`config.mk`:
```
export PLATFORM = sky130hd
export DESIGN_NAME = averaged_adc_angle_converter
export DESIGN_NICKNAME = d
export VERILOG_FILES = /design/src/aaac_pkg.sv /design/src/aaac_front.sv /design/src/aaac_cmd_queue.sv /design/src/aaac_back.sv /design/src/averaged_adc_angle_converter.sv
export SDC_FILE = /design/constraint.sdc
export NUM_CORES = 1
export LEC_CHECK = 0
export BUFFER_PORTS_ARGS = -buffer_cell sky130_fd_sc_hd__buf_2
export CAP_MARGIN = 20
export CORE_ASPECT_RATIO = 0.75
export CORE_MARGIN = 2
export CORE_UTILIZATION = 60
export CTS_CLUSTER_SIZE = 25
export DETAILED_ROUTE_END_ITERATION = 6
export PLACE_DENSITY = 0.85
export SLEW_MARGIN = 20
export SYNTH_ARGS = -nofsm -noshare
export SYNTH_HDL_FRONTEND = slang
export SYNTH_HIERARCHICAL = 1
export SYNTH_SLANG_ARGS = --single-unit
```
`constraint.sdc`:
```
create_clock -name clk -period 10 [get_ports clk]
set_clock_uncertainty 0.1 [all_clocks]
set_input_delay 2 -clock clk [delete_from_list [all_inputs] [get_ports clk]]
set_output_delay 2 -clock clk [all_outputs]
set_load 0.005 [all_outputs]
```
`src/aaac_pkg.sv`:
```
`timescale 1ns / 1ps
package aaac_pkg;

	localparam int ADC_W      = 12;
	localparam int OFFSET_W   = 16;
	localparam int DEADBAND_W = 11;
	localparam int ANGLE_W    = 17;
	localparam int RAW_W      = 15;
	localparam int MODE_W     = 2;
	localparam int CFG_IDX_W  = 3;
	localparam int CFG_DATA_W = 16;

	localparam logic [MODE_W-1:0] MODE_SAMPLE    = 2'd0;
	localparam logic [MODE_W-1:0] MODE_CALIBRATE = 2'd1;
	localparam logic [MODE_W-1:0] MODE_TIMEOUT   = 2'd2;
	localparam logic [MODE_W-1:0] MODE_LOAD      = 2'd3;

	localparam logic [CFG_IDX_W-1:0] REG_ADC_LOW_END    = 3'd0;
	localparam logic [CFG_IDX_W-1:0] REG_ADC_ZERO_POINT = 3'd1;
	localparam logic [CFG_IDX_W-1:0] REG_ADC_HIGH_END   = 3'd2;
	localparam logic [CFG_IDX_W-1:0] REG_OFFSET_PRESET  = 3'd3;
	localparam logic [CFG_IDX_W-1:0] REG_DEADBAND_WIDTH = 3'd4;

	typedef enum logic [1:0] {
		CMD_WINDOW  = 2'd0,
		CMD_TIMEOUT = 2'd1,
		CMD_LOAD    = 2'd2
	} cmd_kind_t;

	typedef struct packed {
		cmd_kind_t          kind;
		logic [ADC_W-1:0]   avg;
		logic               cal;
	} cmd_t;

	typedef struct packed {
		logic [ADC_W-1:0]      low_end;
		logic [ADC_W-1:0]      zero_point;
		logic [ADC_W-1:0]      high_end;
		logic [OFFSET_W-1:0]   offset_preset;
		logic [DEADBAND_W-1:0] deadband;
	} cfg_t;

endpackage

```
`src/aaac_front.sv`:
```
`timescale 1ns / 1ps
module aaac_front import aaac_pkg::*; #(
	parameter int WINDOW_LOG2 = 3
) (
	input  logic              clk,
	input  logic              arst_n,
	input  logic              push,
	output logic              full,
	input  logic [MODE_W-1:0] mode,
	input  logic [ADC_W-1:0]  sample,
	output logic              cmd_valid,
	input  logic              cmd_ready,
	output cmd_t              cmd
);

	localparam int SUM_W = ADC_W + WINDOW_LOG2;
	localparam int CNT_W = (WINDOW_LOG2 > 0) ? WINDOW_LOG2 : 1;
	localparam int WIN   = 1 << WINDOW_LOG2;

	logic [SUM_W-1:0] sum_q;
	logic [CNT_W-1:0] cnt_q;
	logic             cal_q;
	logic [SUM_W-1:0] sum_next;
	logic             accept;
	logic             last;

	assign full     = !cmd_ready;
	assign accept   = push && !full;
	assign sum_next = sum_q + SUM_W'(sample);
	assign last     = (cnt_q == CNT_W'(WIN - 1));

	always_comb begin
		cmd_valid = 1'b0;
		cmd.kind  = CMD_WINDOW;
		cmd.avg   = sum_next[SUM_W-1 -: ADC_W];
		cmd.cal   = cal_q || (mode == MODE_CALIBRATE);
		if (accept) begin
			unique case (mode)
				MODE_LOAD: begin
					cmd_valid = 1'b1;
					cmd.kind  = CMD_LOAD;
				end
				MODE_TIMEOUT: begin
					cmd_valid = 1'b1;
					cmd.kind  = CMD_TIMEOUT;
				end
				MODE_SAMPLE, MODE_CALIBRATE: begin
					cmd_valid = last;
				end
				default: cmd_valid = 1'b0;
			endcase
		end
	end

	always_ff @(posedge clk or negedge arst_n) begin
		if (!arst_n) begin
			sum_q <= '0;
			cnt_q <= '0;
			cal_q <= 1'b0;
		end else if (accept) begin
			unique case (mode)
				MODE_TIMEOUT: begin
					sum_q <= '0;
					cnt_q <= '0;
					cal_q <= 1'b0;
				end
				MODE_SAMPLE, MODE_CALIBRATE: begin
					if (last) begin
						sum_q <= '0;
						cnt_q <= '0;
						cal_q <= 1'b0;
					end else begin
						sum_q <= sum_next;
						cnt_q <= CNT_W'(cnt_q + 1'b1);
						cal_q <= cal_q || (mode == MODE_CALIBRATE);
					end
				end
				default: ;
			endcase
		end
	end

endmodule

```
`src/aaac_cmd_queue.sv`:
```
`timescale 1ns / 1ps
module aaac_cmd_queue import aaac_pkg::*; (
	input  logic clk,
	input  logic arst_n,
	input  logic in_valid,
	output logic in_ready,
	input  cmd_t in_cmd,
	output logic out_valid,
	input  logic out_ready,
	output cmd_t out_cmd
);

	cmd_t       entry_q [2];
	logic       wr_ptr_q;
	logic       rd_ptr_q;
	logic [1:0] cnt_q;
	logic       wr;
	logic       rd;

	assign in_ready  = (cnt_q != 2'd2);
	assign out_valid = (cnt_q != 2'd0);
	assign out_cmd   = entry_q[rd_ptr_q];
	assign wr        = in_valid && in_ready;
	assign rd        = out_valid && out_ready;

	always_ff @(posedge clk) begin
		if (wr) begin
			entry_q[wr_ptr_q] <= in_cmd;
		end
	end

	always_ff @(posedge clk or negedge arst_n) begin
		if (!arst_n) begin
			wr_ptr_q <= 1'b0;
			rd_ptr_q <= 1'b0;
			cnt_q    <= 2'd0;
		end else begin
			if (wr) begin
				wr_ptr_q <= !wr_ptr_q;
			end
			if (rd) begin
				rd_ptr_q <= !rd_ptr_q;
			end
			if (wr && !rd) begin
				cnt_q <= cnt_q + 2'd1;
			end else if (rd && !wr) begin
				cnt_q <= cnt_q - 2'd1;
			end
		end
	end

endmodule

```
`src/aaac_back.sv`:
```
`timescale 1ns / 1ps
module aaac_back import aaac_pkg::*; #(
	parameter int FRACTION_BITS = 7
) (
	input  logic                      clk,
	input  logic                      arst_n,
	input  cfg_t                      cfg,
	input  logic                      cmd_valid,
	output logic                      cmd_ready,
	input  cmd_t                      cmd,
	output logic                      empty,
	input  logic                      pop,
	output logic signed [ANGLE_W-1:0] angle,
	output logic signed [RAW_W-1:0]   base_angle,
	output logic                      timed_out,
	output logic                      calibrated
);

	localparam int FULL_SCALE = 90 * (1 << FRACTION_BITS);
	localparam int QW         = $clog2(FULL_SCALE + 1);
	localparam int DW         = ADC_W + QW + 1;
	localparam int ITW        = $clog2(QW);
	localparam int RW         = QW + 1;
	localparam int AW         = QW + 18;

	typedef enum logic [4:0] {
		ST_IDLE = 5'b00001,
		ST_MUL  = 5'b00010,
		ST_CHK  = 5'b00100,
		ST_DIV  = 5'b01000,
		ST_FIN  = 5'b10000
	} state_t;

	state_t                state_q;
	logic [ADC_W-1:0]      diff_abs_q;
	logic [ADC_W-1:0]      span_abs_q;
	logic                  neg_q;
	logic                  zspan_q;
	logic                  dnz_q;
	logic                  cal_q;
	logic                  ovf_q;
	logic [DW-1:0]         prod_q;
	logic [DW-1:0]         rem_q;
	logic [DW-1:0]         dsh_q;
	logic [QW-1:0]         quo_q;
	logic [ITW-1:0]        it_q;
	logic [OFFSET_W-1:0]   off_q;
	logic                  out_valid_q;

	logic [ADC_W:0]        diff;
	logic [ADC_W:0]        span;
	logic [ADC_W:0]        diff_neg;
	logic [ADC_W:0]        span_neg;
	logic                  slot_free;
	logic                  fin_wr;
	logic                  tmo_wr;
	logic [QW-1:0]         quo_clamp;
	logic [QW-1:0]         mag;
	logic [QW-1:0]         mag_db;
	logic signed [RW-1:0]  raw_pos;
	logic signed [RW-1:0]  raw;
	logic signed [AW-1:0]  raw_ext;
	logic signed [AW-1:0]  raw_neg;
	logic [OFFSET_W-1:0]   off_new;
	logic signed [AW-1:0]  angle_ext;

	assign diff     = {1'b0, cmd.avg} - {1'b0, cfg.zero_point};
	assign span     = (cmd.avg <= cfg.zero_point) ?
		({1'b0, cfg.zero_point} - {1'b0, cfg.low_end}) :
		({1'b0, cfg.high_end} - {1'b0, cfg.zero_point});
	assign diff_neg = -diff;
	assign span_neg = -span;
	assign slot_free = !out_valid_q || pop;
	assign empty     = !out_valid_q;

	always_comb begin
		cmd_ready = 1'b0;
		tmo_wr    = 1'b0;
		if (state_q == ST_IDLE && cmd_valid) begin
			unique case (cmd.kind)
				CMD_WINDOW: cmd_ready = 1'b1;
				CMD_LOAD:   cmd_ready = 1'b1;
				CMD_TIMEOUT: begin
					cmd_ready = slot_free;
					tmo_wr    = slot_free;
				end
				default: cmd_ready = 1'b1;
			endcase
		end
		fin_wr = (state_q == ST_FIN) && slot_free;
	end

	always_comb begin
		quo_clamp = (quo_q > QW'(FULL_SCALE)) ? QW'(FULL_SCALE) : quo_q;
		priority if (zspan_q) begin
			mag = dnz_q ? QW'(FULL_SCALE) : '0;
		end else if (ovf_q) begin
			mag = QW'(FULL_SCALE);
		end else begin
			mag = quo_clamp;
		end
		mag_db    = (32'(mag) < 32'(cfg.deadband)) ? '0 : mag;
		raw_pos   = $signed({1'b0, mag_db});
		raw       = neg_q ? -raw_pos : raw_pos;
		raw_ext   = AW'(raw);
		raw_neg   = -raw_ext;
		off_new   = cal_q ? raw_neg[OFFSET_W-1:0] : off_q;
		angle_ext = raw_ext + AW'($signed(off_new));
	end

	always_ff @(posedge clk or negedge arst_n) begin
		if (!arst_n) begin
			state_q     <= ST_IDLE;
			off_q       <= '0;
			out_valid_q <= 1'b0;
		end else begin
			if (fin_wr || tmo_wr) begin
				out_valid_q <= 1'b1;
			end else if (pop) begin
				out_valid_q <= 1'b0;
			end
			unique case (state_q)
				ST_IDLE: begin
					if (cmd_valid && cmd.kind == CMD_WINDOW) begin
						state_q <= ST_MUL;
					end else if (cmd_valid && cmd.kind == CMD_LOAD) begin
						off_q <= cfg.offset_preset;
					end
				end
				ST_MUL:  state_q <= ST_CHK;
				ST_CHK:  state_q <= ST_DIV;
				ST_DIV: begin
					if (it_q == ITW'(QW - 1)) begin
						state_q <= ST_FIN;
					end
				end
				ST_FIN: begin
					if (slot_free) begin
						off_q   <= off_new;
						state_q <= ST_IDLE;
					end
				end
				default: state_q <= ST_IDLE;
			endcase
		end
	end

	always_ff @(posedge clk) begin
		unique case (state_q)
			ST_IDLE: begin
				diff_abs_q <= diff[ADC_W] ? diff_neg[ADC_W-1:0] : diff[ADC_W-1:0];
				span_abs_q <= span[ADC_W] ? span_neg[ADC_W-1:0] : span[ADC_W-1:0];
				neg_q      <= diff[ADC_W] ^ span[ADC_W];
				zspan_q    <= (span == '0);
				dnz_q      <= (diff != '0);
				cal_q      <= cmd.cal;
			end
			ST_MUL: begin
				prod_q <= DW'(diff_abs_q) * DW'(FULL_SCALE);
			end
			ST_CHK: begin
				ovf_q <= (prod_q >= (DW'(span_abs_q) << QW));
				rem_q <= prod_q;
				dsh_q <= DW'(span_abs_q) << (QW - 1);
				quo_q <= '0;
				it_q  <= '0;
			end
			ST_DIV: begin
				if (rem_q >= dsh_q) begin
					rem_q <= rem_q - dsh_q;
					quo_q <= {quo_q[QW-2:0], 1'b1};
				end else begin
					quo_q <= {quo_q[QW-2:0], 1'b0};
				end
				dsh_q <= dsh_q >> 1;
				it_q  <= ITW'(it_q + 1'b1);
			end
			ST_FIN: ;
			default: ;
		endcase
	end

	always_ff @(posedge clk) begin
		if (fin_wr) begin
			angle      <= angle_ext[ANGLE_W-1:0];
			base_angle <= raw_ext[RAW_W-1:0];
			timed_out  <= 1'b0;
			calibrated <= cal_q;
		end else if (tmo_wr) begin
			angle      <= '0;
			base_angle <= '0;
			timed_out  <= 1'b1;
			calibrated <= 1'b0;
		end
	end

endmodule

```
`src/averaged_adc_angle_converter.sv`:
```
`timescale 1ns / 1ps
// Channel   Direction  Handshake        Payload
// input     in         push / full      mode, sample
// result    out        empty / pop      angle, base_angle, timed_out, calibrated
// config    in         cfg_write        cfg_index, cfg_data
//
// The front end takes one request per cycle while its two-entry command queue has room.
// A window result passes from the queue through one capture, one multiply, one range check,
// one quotient bit per divider cycle and a finish step that waits for a free result slot;
// a timeout result is written once the back end is idle and the result slot is free.
// Reset clears the window, the offset, the queue and the result slot at once.
// A waiting result stalls the back end, and the input once the queue is full.
module averaged_adc_angle_converter import aaac_pkg::*; #(
	parameter int WINDOW_LOG2   = 3,
	parameter int FRACTION_BITS = 7
) (
	input  logic                      clk,
	input  logic                      arst_n,
	input  logic                      push,
	output logic                      full,
	input  logic [MODE_W-1:0]         mode,
	input  logic [ADC_W-1:0]          sample,
	output logic                      empty,
	input  logic                      pop,
	output logic signed [ANGLE_W-1:0] angle,
	output logic signed [RAW_W-1:0]   base_angle,
	output logic                      timed_out,
	output logic                      calibrated,
	input  logic                      cfg_write,
	input  logic [CFG_IDX_W-1:0]      cfg_index,
	input  logic [CFG_DATA_W-1:0]     cfg_data
);

	cfg_t cfg_q;
	logic front_valid;
	logic front_ready;
	cmd_t front_cmd;
	logic back_valid;
	logic back_ready;
	cmd_t back_cmd;

	always_ff @(posedge clk or negedge arst_n) begin
		if (!arst_n) begin
			cfg_q.low_end       <= 12'd820;
			cfg_q.zero_point    <= 12'd2420;
			cfg_q.high_end      <= 12'd4020;
			cfg_q.offset_preset <= 16'd0;
			cfg_q.deadband      <= 11'd64;
		end else if (cfg_write) begin
			unique case (cfg_index)
				REG_ADC_LOW_END:    cfg_q.low_end       <= cfg_data[ADC_W-1:0];
				REG_ADC_ZERO_POINT: cfg_q.zero_point    <= cfg_data[ADC_W-1:0];
				REG_ADC_HIGH_END:   cfg_q.high_end      <= cfg_data[ADC_W-1:0];
				REG_OFFSET_PRESET:  cfg_q.offset_preset <= cfg_data[OFFSET_W-1:0];
				REG_DEADBAND_WIDTH: cfg_q.deadband      <= cfg_data[DEADBAND_W-1:0];
				default: ;
			endcase
		end
	end

	aaac_front #(
		.WINDOW_LOG2(WINDOW_LOG2)
	) u_front (
		.clk       (clk),
		.arst_n    (arst_n),
		.push      (push),
		.full      (full),
		.mode      (mode),
		.sample    (sample),
		.cmd_valid (front_valid),
		.cmd_ready (front_ready),
		.cmd       (front_cmd)
	);

	aaac_cmd_queue u_queue (
		.clk       (clk),
		.arst_n    (arst_n),
		.in_valid  (front_valid),
		.in_ready  (front_ready),
		.in_cmd    (front_cmd),
		.out_valid (back_valid),
		.out_ready (back_ready),
		.out_cmd   (back_cmd)
	);

	aaac_back #(
		.FRACTION_BITS(FRACTION_BITS)
	) u_back (
		.clk        (clk),
		.arst_n     (arst_n),
		.cfg        (cfg_q),
		.cmd_valid  (back_valid),
		.cmd_ready  (back_ready),
		.cmd        (back_cmd),
		.empty      (empty),
		.pop        (pop),
		.angle      (angle),
		.base_angle (base_angle),
		.timed_out  (timed_out),
		.calibrated (calibrated)
	);

endmodule

```
### Word level (Yosys, flattened, before mapping)

Memories as Yosys holds them, arrays and structs flattened.
Index checks and enable logic that the tools add are counted.

| storage, ports and cells | value |
|---|---|
| input port bits | 38 |
| output and inout port bits | 36 |
| memories | 1 |
| logic and storage cells | 166 |
| memory bits (writable) | 30 |
| register bits after elaboration | 261 |

| cells by class | value |
|---|---|
| $add $sub $neg | 14 |
| order comparisons | 5 |
| multiplexer cells | 50 |
| multiply operators | 1 |
| reductions and logical operators | 41 |
| equal/unequal tests | 23 |
| bitwise logic cells | 1 |

Memories:

| name | depth | bits a word | read ports | clocked after Yosys merged registers in | wr ports | line | source |
|---|---|---|---|---|---|---|---|
| u_queue.entry_q | 2 | 15 | 1 | 0 | 1 | aaac_cmd_queue.sv:13 | `cmd_t entry_q [2];` |

Operators with widths:

| kind | count |
|---|---|
| $pmux W27 S2 | 2 |
| $mux W14 | 5 |
| $mux W16 | 4 |
| $mux W15 | 4 |
| $sub A12 B12 Y13 | 3 |
| $mux W17 | 2 |
| $pmux W16 S2 | 1 |
| $pmux W15 S2 | 1 |
| $pmux W14 S2 | 1 |
| $ge A27 B27 Y1 | 1 |
| $mux W27 | 1 |
| $sub A27 B27 Y27 | 1 |
| $ge A26 B26 Y1 | 1 |
| $pmux W5 S5 | 1 |
| $mux W12 | 2 |
| $neg A12 Y12 | 2 |
| $mul A12 B6 Y18 const B | 1 |
| $add A15 B16 Y17 | 1 |
| $neg A15 Y16 | 1 |
| $add A15 B12 Y15 | 1 |
| $mux W5 | 3 |
| $neg A14 Y15 | 1 |
| $gt A14 B14 Y1 const B | 1 |
| $lt A14 B11 Y1 | 1 |
| 39 further kinds | 93 |

### Longest topological paths before layout

Gate-level depths: netlist (run 1).

| logic depth | value |
|---|---|
| depth in word-level cells | 12 |
| depth in mapped cells | 29 |
| mapped depth without buffers | 28 |

### Cells and area by module

The synthesis (run 1) kept the hierarchy.

Modules (own cells, without submodules):

| module | area each (um^2) | cells an instance | instances | sequential area each (um^2) |
|---|---|---|---|---|
| aaac_back | 13706.9 | 1474 | 1 | 5076.1 |
| averaged_adc_angle_converter | 2497.4 | 136 | 1 | 1601.5 |
| aaac_front | 1402.6 | 152 | 1 | 475.5 |
| aaac_cmd_queue | 1331.3 | 65 | 1 | 1001.0 |

### Worst setup path before layout (run 1)

OpenSTA, ideal clock, no wires.

| path | value |
|---|---|
| path type | reg-to-reg |
| start | register u_back.quo_q[13] |
| end | register u_back.angle[15], data pin |
| stages on the path, launching flop included | 27 |
| data required time | 9.635 ns |
| period minus slack after synthesis | 6.347 ns |
| data arrival time | 5.982 ns |
| slack | 3.653 ns |
| library setup time | 0.265 ns |
| buffers on the path | 1 |
| path through | edfxtp_1 > a211o_1 > a41oi_1 > clkbuf_1 > and3_1 > ha_1 > nand4_1 > nor3_1 > o21ai_1 > a21oi_1 > nand2_1 > ha_1 > inv_1 > o21ai_0 > a22o_1 > a221oi_1 > or4b_4 > nor3_2 > xnor2_1 > mux2_2 > ha_1 > o31ai_1 > a31oi_1 > nand3_1 > nand2_1 > and3_1 > or3_1 |

| between the ends | value |
|---|---|
| word-level cells in the longest chain between the ends | 12 |

Ends and longest elaborated chain:

| element | line | source |
|---|---|---|
| start: declaration | aaac_back.sv:45 | `logic [QW-1:0] quo_q;` |
| start signal: assignment | aaac_back.sv:171 | `quo_q <= {quo_q[QW-2:0], 1'b1};` |
| start signal: assignment | aaac_back.sv:173 | `quo_q <= {quo_q[QW-2:0], 1'b0};` |
| $gt A14 B14 Y1 | aaac_back.sv:94 | `quo_clamp = (quo_q > QW'(FULL_SCALE)) ? QW'(FULL_SCALE) : quo_q;` |
| $mux W14 (*) | aaac_back.sv:94 |  |
| $mux W14 (*) | aaac_back.sv:97 | `end else if (ovf_q) begin` |
| $mux W14 (*) | aaac_back.sv:95 | `priority if (zspan_q) begin` |
| $lt A14 B11 Y1 | aaac_back.sv:102 | `mag_db = (32'(mag) < 32'(cfg.deadband)) ? '0 : mag;` |
| $mux W14 (*) | aaac_back.sv:102 |  |
| $neg A14 Y15 | aaac_back.sv:104 | `raw = neg_q ? -raw_pos : raw_pos;` |
| $mux W15 (*) | aaac_back.sv:104 |  |
| $neg A15 Y16 | aaac_back.sv:106 | `raw_neg = -raw_ext;` |
| $mux W16 | aaac_back.sv:107 | `off_new = cal_q ? raw_neg[OFFSET_W-1:0] : off_q;` |
| $add A15 B16 Y17 (*) | aaac_back.sv:108 | `angle_ext = raw_ext + AW'($signed(off_new));` |
| $mux W17 (*) | aaac_back.sv:184 | `if (fin_wr) begin` |
| end signal: assignment | aaac_back.sv:185 | `angle <= angle_ext[ANGLE_W-1:0];` |
| end: declaration | aaac_back.sv:13 | `output logic signed [ANGLE_W-1:0] angle,` |

Every way passes the cells marked *; elsewhere a longest branch is shown, timed or not.
A chain may end at the register's enable or synchronous reset.

### Worst setup path after layout (run 1)

| path | value |
|---|---|
| start | register u_back.quo_q[12] |
| end | register u_back.angle[14], data pin |

The elaborated chain is that of the path after synthesis.

==> metrics.txt, run 1 <==
net count after synthesis=2042; Post-Synth Simple-Gate Area=0.1362; Clock power frac=0.143; Worst slew margin=0.2804; min cycle time layout=7739 ps; vias per inst=6.075; final wirelength=44590 µm; final setup TNS=0 ps; largest area contributor in the netlist=edfxtp_1; DRT Pass-1 Iters=5; largest net degree at the start of global routing=68; largest family of logic cells by synthesized area=compound AO/OA/AOI/OAI gates; power per cell area=376.3 mW/mm²; slowest cell on the critical path=a41oi_1; CP max FO=13; Synth Area in Compound Gates=0.1385; post-synthesis cell count=1827; most frequent cells after synthesis=180 x edfxtp_1, 178 x inv_1, 155 x nor2_1, 153 x ha_1, 110 x nand2_1; number of routed nets with antenna violations=0; final-report max-slew violation count=0; switching fraction of total power=0.4278; row count=56; Fin. Hold Viols=0; CP arrival=8060 ps; Vert. Die Dim=157.9 µm; most numerous cell in the Yosys netlist=edfxtp_1; Yosys Warn Count=6; ys async rst share=0.3737; Post-synth EDFFs=180; core outline area=0.03118 mm²; Worst-Skew Late Latency=570 ps; top_reg_cell synth=edfxtp_1; RSZ-0062 raised after global routing=no; first-pass GRT wire length=72500 µm; critical path's top delay family=compound AO/OA/AOI/OAI gates; Worst Hold Slack=377.2 ps; quantity of gates resized following cts=0; critical path type=reg2reg; Initial Utilization=0.6074; clk root buf=clkbuf_16; Worst R2R Path Depth=25; FF/Latch Area=0.008154 mm²; top cells by area, synth=edfxtp_1 29%, dfrtp_1 11%, ha_1 10%; final setup vio count=0; Detailed Route Iter0 Violations=1086; global route total overflow=0; placer congestion estimate=0.9218; footprint of the multi-input gates=0.009871 mm²; Crit Reg-Reg Endpoint=u_back/angle[14]; #FFs+latches synth=289; postcts setup bufs=0; residual DRC count=0; post-synthesis adder-cell area fraction=0.1265; Die Area=0.03302 mm²; Worst Setup SP=u_back/quo_q[12]; worst vdd ir=0.0003271 V; initial antenna violation count=0; area added between synthesis and finish=9.038%; drt wl/cell=19.20 µm; mux cell area share after synthesis=0.06124; Logic pwr share=0.587; end of the critical path=u_back/angle[14]; Clock Tree Buf Depth=3; vias in the first global route=14000; # diodes=0; Psw=3325 µW; WP buf/inv=1; vias after detailed routing=14110; synthesized area=0.01894 mm²; slowest stage delay, CP=770 ps; Slew @ Worst Pin=1075 ps; Ports=74; Critical Path Start Type=register; Final nets=2107; library cells used by synthesis=90; CTS tree=built; DP HPWL=32850 µm; Hold Buf Count CTS=0; Worst Setup End Kind=register; Synth top area share=0.2854; clock transition at the registers of the reported paths=60 ps; Fmax=129.2 MHz; internal power=4446 µW; Seq/Total Area, Yosys=0.4306; critical path depth=25; htree depth=1; Mapped Avg Cell Area=10.37 µm²; Crit Reg-Reg Startpoint=u_back/quo_q[12]; Synth Area in XOR/XNOR=0.05688; Reg power frac=0.270; fillers=2302; TritonCTS Buffers=30; r2r setup slk=2260 ps; status=completed; DIE WIDTH=209.1 µm; # port buffers=73; # clock sinks=289; leakage power=0.009024 µW; layout cells sized above 1=0.1456; CP Data Required Time=10320 ps; max_cap viols=0; GRT Overall Usage=0.2741; final period utilization=0.7739; Min-Delay Path Class=reg2reg
[cells in the final DEF, fill, tap and decap left out, types with 8 or more instances in the layout]
master     instances
nor3b_1            8
or3_1             15
mux2_2            67
xor2_1            46
o21a_1            23
clkbuf_1          11
nor3_1            44
nand4_1           14
nand2_1          109
edfxtp_1         180
buf_2             72
inv_1            178
xnor2_1           77
o31ai_1           12
mux2i_1           12
o21bai_1          15
nand3_1           20
mux2_4            19
a31oi_1           14
a21oi_1          104
o211ai_1          12
clkbuf_16         31
fa_1              24
and2_1            24
a22o_1            14
or2_2              9
dfstp_2           21
o31a_1             8
ha_1             153
a21o_1            40
o21ai_0           90
nand2b_1          16
nor2_1           155
and3_1            31
nor2b_1           12
dfrtp_1           87
a211oi_1          13
nor4_1             9
buf_4             15
[routing by layer]
| layer | share of wire | GRT usage | vias up |
|---|---|---|---|
| li1 | - | - | 6669 |
| met1 | 0.45 | 0.3871 | 6834 |
| met2 | 0.46 | 0.4454 | 526 |
| met3 | 0.070 | 0.03987 | 78 |
| met4 | 0.023 | 0.07653 | 0 |
| met5 | 0 | 0 | - |
[sequential cells by signal, indices dropped and copies added (netlist names), 15 cells and up]
name	count
u_back/prod_q	18
u_back/angle	17
cfg_q	63
u_back/rem_q	27
u_back/off_q	16
u_queue/entry_q	30
u_back/base_angle	15
u_back/dsh_q	25
u_front/sum_q	15
[power by group through the flow]
stage / logic (µW) / clock network [µW] / registers, µW
3_3_place_gp: 4220 / 0 / 2100
6_report: 4560 / 1110 / 2100
4_1_cts: 4510 / 1130 / 2090
2_1_floorplan: 3480 / 0 / 2020
5_1_grt: 5120 / 1170 / 2130
3_5_place_dp: 4460 / 0 / 2110
[cell families after synthesis]
family	Yosys count
AND/OR/NAND/NOR	505
AO/OA/AOI/OAI	402
flip-flops	289
buffers and inverters	233
adder cells (fa/ha/maj)	177
XOR/XNOR	123
multiplexers	98
[how the worst min path moves through the flow]
stage                                 from  slack, ps  depth (start not counted)          endpoint
after floorplan            u_back/off_q[7]        350                          2   u_back/off_q[7]
after global placement    u_back/timed_out        350                          2  u_back/timed_out
after detailed placement  u_back/timed_out        370                          2  u_back/timed_out
after CTS                 u_back/timed_out        380                          2  u_back/timed_out
after global routing      u_back/timed_out        410                          2  u_back/timed_out
final                     u_back/timed_out        380                          2  u_back/timed_out
[worst register-to-register path, cell delays in order (launching register included)]
cell      delay (ps)
edfxtp_1         470
a211o_1          400
a41oi_1          770
and3_1           320
ha_1             160
nand4_1          150
nor3_1           300
o21ai_1          210
a21oi_1          500
nand2_1          230
ha_1             330
inv_1            190
nand2_1          210
nor4b_1          380
a22oi_1          200
or4b_4           590
nor3_2           150
xnor2_1           80
mux2_2           290
ha_1             340
o21a_1           130
a41oi_1          250
a21oi_1          170
a31oi_1          340
o21ai_0          150
a21oi_1          180
[area by class of cell]
class	instances	area share
clock buffers	49	0.04393
clock inverters	7	0.003151
inverters	179	0.03254
multi-input cells	1305	0.4780
flip-flops and latches	289	0.3949
well taps	406	0.02460
repair buffers	87	0.02290
[per-stage QoR]
step	power, µW	setup slack (ps)	cell area [µm²]	instances	utilization
after floorplan	5502	3653	18940	1827	-
after global placement	6317	2684	19670	2266	0.6309
after detailed placement	6569	2493	19670	2266	0.6309
after CTS	7736	2457	20640	2322	0.6621
after global routing	8426	1850	20650	2322	0.6623
final	7771	2261	20650	2322	0.6623
No activity file was read; power rests on OpenSTA's default activity.
==> run 2: changes to the inputs <==
clock period = 7.5 ns   (was 10 ns; I/O delays follow)
==> run 2 against run 1 <==
  * Clock power grew 36%
  * Sequential power increased by 33%
  * Critical path depth did not move
  * Non-clock buffer count is 9 higher
  * Clock-buffer cell count decreased by 8
  * Routed wire length down 0.17%
  * Sequential share of layout area is 0.14 points lower
  * Register-to-register slack worse by 1700 ps
  * Fmax rose by 12%
  * Largest cell class unchanged
==> metrics.txt, run 2 (synthesis results as in run 1) <==
status=completed; critical path type=reg2reg; Worst slew margin=0.2906 (+0.01017); final wirelength=44510 µm (-0.17%); slowest stage delay, CP=570 ps (-200 ps); DP HPWL=32980 µm (+0.41%); Detailed Route Iter0 Violations=1203 (+11%); # diodes=0 (unchanged); Worst-Skew Late Latency=580 ps (about the same); number of routed nets with antenna violations=0 (unchanged); max_cap viols=0 (unchanged); Die Area=0.03302 mm² (unchanged); leakage power=0.009065 µW (+0.46%); worst vdd ir=0.0004398 V (+34%); placed cell area=0.01974 mm² (+0.34%); CP max FO=12 (-1); row count=56 (unchanged); most frequent cells in the layout=180 x edfxtp_1, 178 x inv_1, 155 x nor2_1, 153 x ha_1, 109 x nand2_1; design area=0.02072 mm² (+0.36%); Vert. Die Dim=157.9 µm (unchanged); vias per inst=6.055 (-0.34%); core outline area=0.03118 mm² (unchanged); total power=10360 µW (+33%); WP buf/inv=1 (unchanged); vias in the first global route=13910 (-0.67%); initial antenna violation count=1 (+1); postcts setup bufs=0 (unchanged); Critical Path Start Type=register; layout cells sized above 1=0.1503 (+0.004670); final setup vio count=0 (unchanged); CP arrival=7130 ps (-930 ps); final period utilization=0.9207 (+0.1468); Clock Tree Buf Depth=3 (unchanged); DIE WIDTH=209.1 µm (unchanged); first-pass GRT wire length=72280 µm (-0.30%); Min-Delay Path Class=reg2reg; biggest regs=cfg_q: 63 flops, u_queue/entry_q: 30 flops, u_back/rem_q: 27 flops; Ports=74 (unchanged); # port buffers=73 (unchanged); global route total overflow=0 (unchanged); htree depth=1 (unchanged); placer congestion estimate=0.9569 (+3.8%); GRT Overall Usage=0.2732 (-0.0009725); critical path's top delay family=simple AND/OR/NAND/NOR gates; vias after detailed routing=14100 (-0.043%); r2r setup slk=590 ps (-1670 ps); area added between synthesis and finish=9.428%; Worst Setup End Kind=register; slowest cell on the critical path=or4b_4; Fmax=144.8 MHz (+12%); Initial Utilization=0.6074 (unchanged); Slew @ Worst Pin=1060 ps (-15.03 ps); CP Data Required Time=7730 ps (-2590 ps); Final Core Density=0.6646 (+0.002368); DRT Pass-1 Iters=6 (+1); Final nets=2115 (+0.38%); power per cell area=500.1 mW/mm² (+33%); most frequent cell on the critical path=ha_1; dpl ws=493.4 ps (-1999 ps); TritonCTS Buffers=29 (-3.3%); Fin. Hold Viols=0 (unchanged); CTS tree=built; residual DRC count=0 (unchanged); RSZ-0062 raised after global routing=no; most common cell after layout, fill and taps aside=edfxtp_1; drt wl/cell=19.11 µm (-0.47%); # clock sinks=289 (unchanged); Worst Setup Slack, final=594.4 ps (-1666 ps); clk root buf=clkbuf_16; final setup TNS=0 ps (unchanged); final-report max-slew violation count=0 (unchanged); max reg flops=63 (unchanged); largest net degree at the start of global routing=68 (unchanged); Biggest register=cfg_q; min cycle time layout=6906 ps (-833.8 ps); clock transition at the registers of the reported paths=70 ps (about the same)
-- run 2: stage by stage --
stage | cells | hold slack, ps
3_5_place_dp | 2275 | 379.9
6_report | 2329 | 390.5
4_1_cts | 2329 | 394.4
5_1_grt | 2329 | 413.5
3_3_place_gp | 2275 | 357.5
2_1_floorplan | 1827 | 345.0
-- run 2: what timing repair did --
| item | 4_1_cts | 5_1_grt |
|---|---|---|
| gates resized for setup | 0 | 1 |
| endpoints found under the setup margin | 0 | 3 |
| hold buffers | 0 | 0 |
-- run 2: tightest hold or removal path, stage by stage (launching register included) --
cell,delay (ps)
dfxtp_1,330
nor2_1,50
nor2_1,80
-- run 2: power breakdown --
group          switching [µW]  internal, µW  total [µW]
logic                    3500          2560        6060
registers                 284          2510        2800
clock network             631           875        1510
-- run 2: worst paths after layout --
| path | start | to | cells past startpoint |
|---|---|---|---|
| max | u_back/quo_q[3] | u_back/angle[15] | 25 |
| min | u_back/timed_out | u_back/timed_out | 2 |
| max reg2reg | u_back/quo_q[3] | u_back/angle[15] | 25 |
| min reg2reg | u_back/timed_out | u_back/timed_out | 2 |
| max in group asynchronous | arst_n | cfg_q[1] | 2 |
| min in group asynchronous | arst_n | u_front/sum_q[9] | 1 |
-- run 2: metal layers --
| metal | GRT usage | share of wire |
|---|---|---|
| met3 | 0.04186 | 0.066 |
| met2 | 0.4524 | 0.46 |
| met4 | 0.06769 | 0.020 |
| met5 | 0 | 0 |
| met1 | 0.3807 | 0.45 |
-- run 2: area by class of cell --
| cell class | instances | area (µm²) |
|---|---|---|
| multi-input cells | 1305 | 9869 |
| clock buffers | 41 | 832.0 |
| flip-flops and latches | 289 | 8154 |
| well taps | 406 | 508.0 |
| inverters | 179 | 671.9 |
| fillers | 2257 | 10460 |
| clock inverters | 13 | 147.6 |
| repair buffers | 96 | 540.5 |
==> run 3: changes to the inputs <==
CORE_UTILIZATION = 35   (was 60)
PLACE_DENSITY = 0.57   (was 0.85)
==> run 3 against run 2 <==
  * Register-to-register slack improved by 20 ps
  * Clock power rose by 7%
  * Hold slack worse by 6.7 ps
==> metrics.txt, run 3 (synthesis results as in run 1) <==
status=completed; residual DRC count=0 (unchanged); vias in the first global route=13480 (-3.1%); met3 routed WL=2635 µm (-11%); vias after detailed routing=13640 (-3.3%); clock transition at the registers of the reported paths=70 ps (about the same); Biggest register=cfg_q; CTS tree=built; Worst Setup SP=u_back/quo_q[11]; Worst slew margin=0.3020 (+0.01140); placer congestion estimate=0.8651 (-9.6%); Ports=74 (unchanged); max_cap viols=0 (unchanged); RSZ-0062 raised after global routing=no; CP max FO=8 (-4); Final Core Density=0.3996 (-0.2651); uppermost layer routed=met4; number of routed nets with antenna violations=0 (unchanged); Worst R2R Path Depth=27 (+8.0%); Fin. Hold Viols=0 (unchanged); most frequent cells in the layout=180 x edfxtp_1, 178 x inv_1, 154 x nor2_1, 153 x ha_1, 109 x nand2_1; largest net degree at the start of global routing=68 (unchanged); DRT Pass-1 Iters=5 (-1); Worst-Skew Late Latency=590 ps (about the same); max reg flops=63 (unchanged); TritonCTS Buffers=31 (+6.9%); Crit Reg-Reg Endpoint=u_back/angle[15]; Die Area=0.05601 mm² (+70%); Slew @ Worst Pin=1039 ps (-21.33 ps); min cycle time layout=6885 ps (-20.99 ps); area added between synthesis and finish=12.35%; hold-critical path depth=2 (unchanged); vias per inst=5.156 (-15%); Detailed Route Iter0 Violations=1082 (-10%); first-pass GRT wire length=73930 µm (+2.3%); clk root buf=clkbuf_16; row count=73 (+30%); Crit Reg-Reg Startpoint=u_back/quo_q[11]; CP Data Required Time=7740 ps (about the same); Final nets=2123 (+0.38%); final setup vio count=0 (unchanged); leakage power=0.009153 µW (+0.97%); Critical Path Start Type=register; WL met2=18660 µm (-8.9%); Min-Delay Path Class=reg2reg; final wirelength=45930 µm (+3.2%); M1 WL=23740 µm (+18%); global route total overflow=0 (unchanged); biggest regs=cfg_q: 63 flops, u_queue/entry_q: 30 flops, u_back/rem_q: 27 flops; final period utilization=0.9179 (-0.002798); CP arrival=7120 ps (about the same); layout cells sized above 1=0.1573 (+0.006982); worst vdd ir=0.0003861 V (-12%); # clock sinks=289 (unchanged); Worst Setup End Kind=register; DP HPWL=35030 µm (+6.2%); Fmax=145.3 MHz (+0.31%); critical path type=reg2reg; Initial Utilization=0.3556 (-0.2517); DIE WIDTH=272.6 µm (+30%); core outline area=0.05325 mm² (+71%); # port buffers=73 (unchanged); initial antenna violation count=1 (unchanged); end of the critical path=u_back/angle[15]; Clock Tree Buf Depth=3 (unchanged); GRT Overall Usage=0.1649 (-0.1083); power per cell area=491.5 mW/mm² (-1.7%); fillers=5109 (+130%); final setup TNS=0 ps (unchanged); Vert. Die Dim=205.5 µm (+30%); drt wl/cell=17.36 µm (-9.2%); htree depth=1 (unchanged); Hold Buf Count CTS=0 (unchanged); most common cell after layout, fill and taps aside=edfxtp_1; final-report max-slew violation count=0 (unchanged); r2r setup slk=620 ps (+20 ps)
## run 3: cell types whose count changed in the layout (fill, tap and decap cells not counted), moves of 2 or more
| cell | delta |
|---|---|
| clkbuf_8 | +7 |
| buf_4 | +6 |
| clkbuf_16 | +2 |
| clkinv_1 | -2 |
## run 3: layout make-up
type,instances,area [µm²],area share
inverter,179,671.9,0.03158
tap,712,890.9,0.04187
timing repair buffer,102,585.6,0.02752
clock buffer,49,974.7,0.04581
multi-input combinational,1305,9894,0.4650
antenna,1,2.502,0.0001176
clock inverter,9,102.6,0.004822
sequential,289,8154,0.3832
## run 3: repair_timing
action	in CTS	in global routing
resized for setup	0	3
endpoints found under the setup margin	0	8
buffers inserted	0	2
## run 3: how the worst min path moves through the flow
stage                     startpoint  slack (ps)                to
finish               u_back/off_q[5]         380   u_back/off_q[5]
global route        u_queue/cnt_q[1]         400  u_queue/cnt_q[1]
CTS                 u_back/timed_out         380  u_back/timed_out
detailed placement  u_back/timed_out         370  u_back/timed_out
global placement    u_back/timed_out         360  u_back/timed_out
floorplan            u_back/off_q[7]         350   u_back/off_q[7]
## run 3: through the flow
| stage | total power, µW | cells | instance area [µm²] | setup slack (ps) | hold WS [ps] |
|---|---|---|---|---|---|
| final | 10460 | 2646 | 21280 | 615.4 | 383.8 |
| after global routing | 11420 | 2645 | 21270 | 101.2 | 396.2 |
| after CTS | 10500 | 2643 | 21240 | 235.2 | 383.7 |
| after detailed placement | 8806 | 2585 | 20160 | 273.9 | 369.7 |
| after global placement | 8687 | 2585 | 20160 | 374.4 | 355.7 |
| after floorplan | 7336 | 1827 | 18940 | 1153 | 345.0 |
## run 3: per-layer routing
metal  up-vias  global-route usage
met5         -                   0
met4         0             0.03414
met2       280              0.2402
li1       6698                   -
met1      6617              0.2555
met3        47             0.02509
## run 3: power breakdown
| part | total, µW | switching, µW | internal (µW) |
|---|---|---|---|
| clock network | 1620 | 662 | 955 |
| logic | 6070 | 3490 | 2580 |
| registers | 2770 | 257 | 2510 |
| total | 10500 | 4410 | 6040 |
## run 3: critical path, stage by stage (launching register included)
cell and delay, ps:
edfxtp_1 490, a31o_1 270, a2111oi_2 450, or2_2 210, inv_1 40, ha_1 260
nand3_1 130, nor2_1 200, o21ai_1 210, a21oi_2 230, nand2_1 150, ha_1 320
inv_1 220, o211ai_1 130, a211oi_1 230, a211o_1 230, clkinv_1 160, or4b_4 630
nor3_2 150, xnor2_1 80, mux2_2 310, ha_1 340, o31ai_1 240, a31oi_1 120
nand3_1 120, nand2_1 100, and3_1 150, or3_1 340
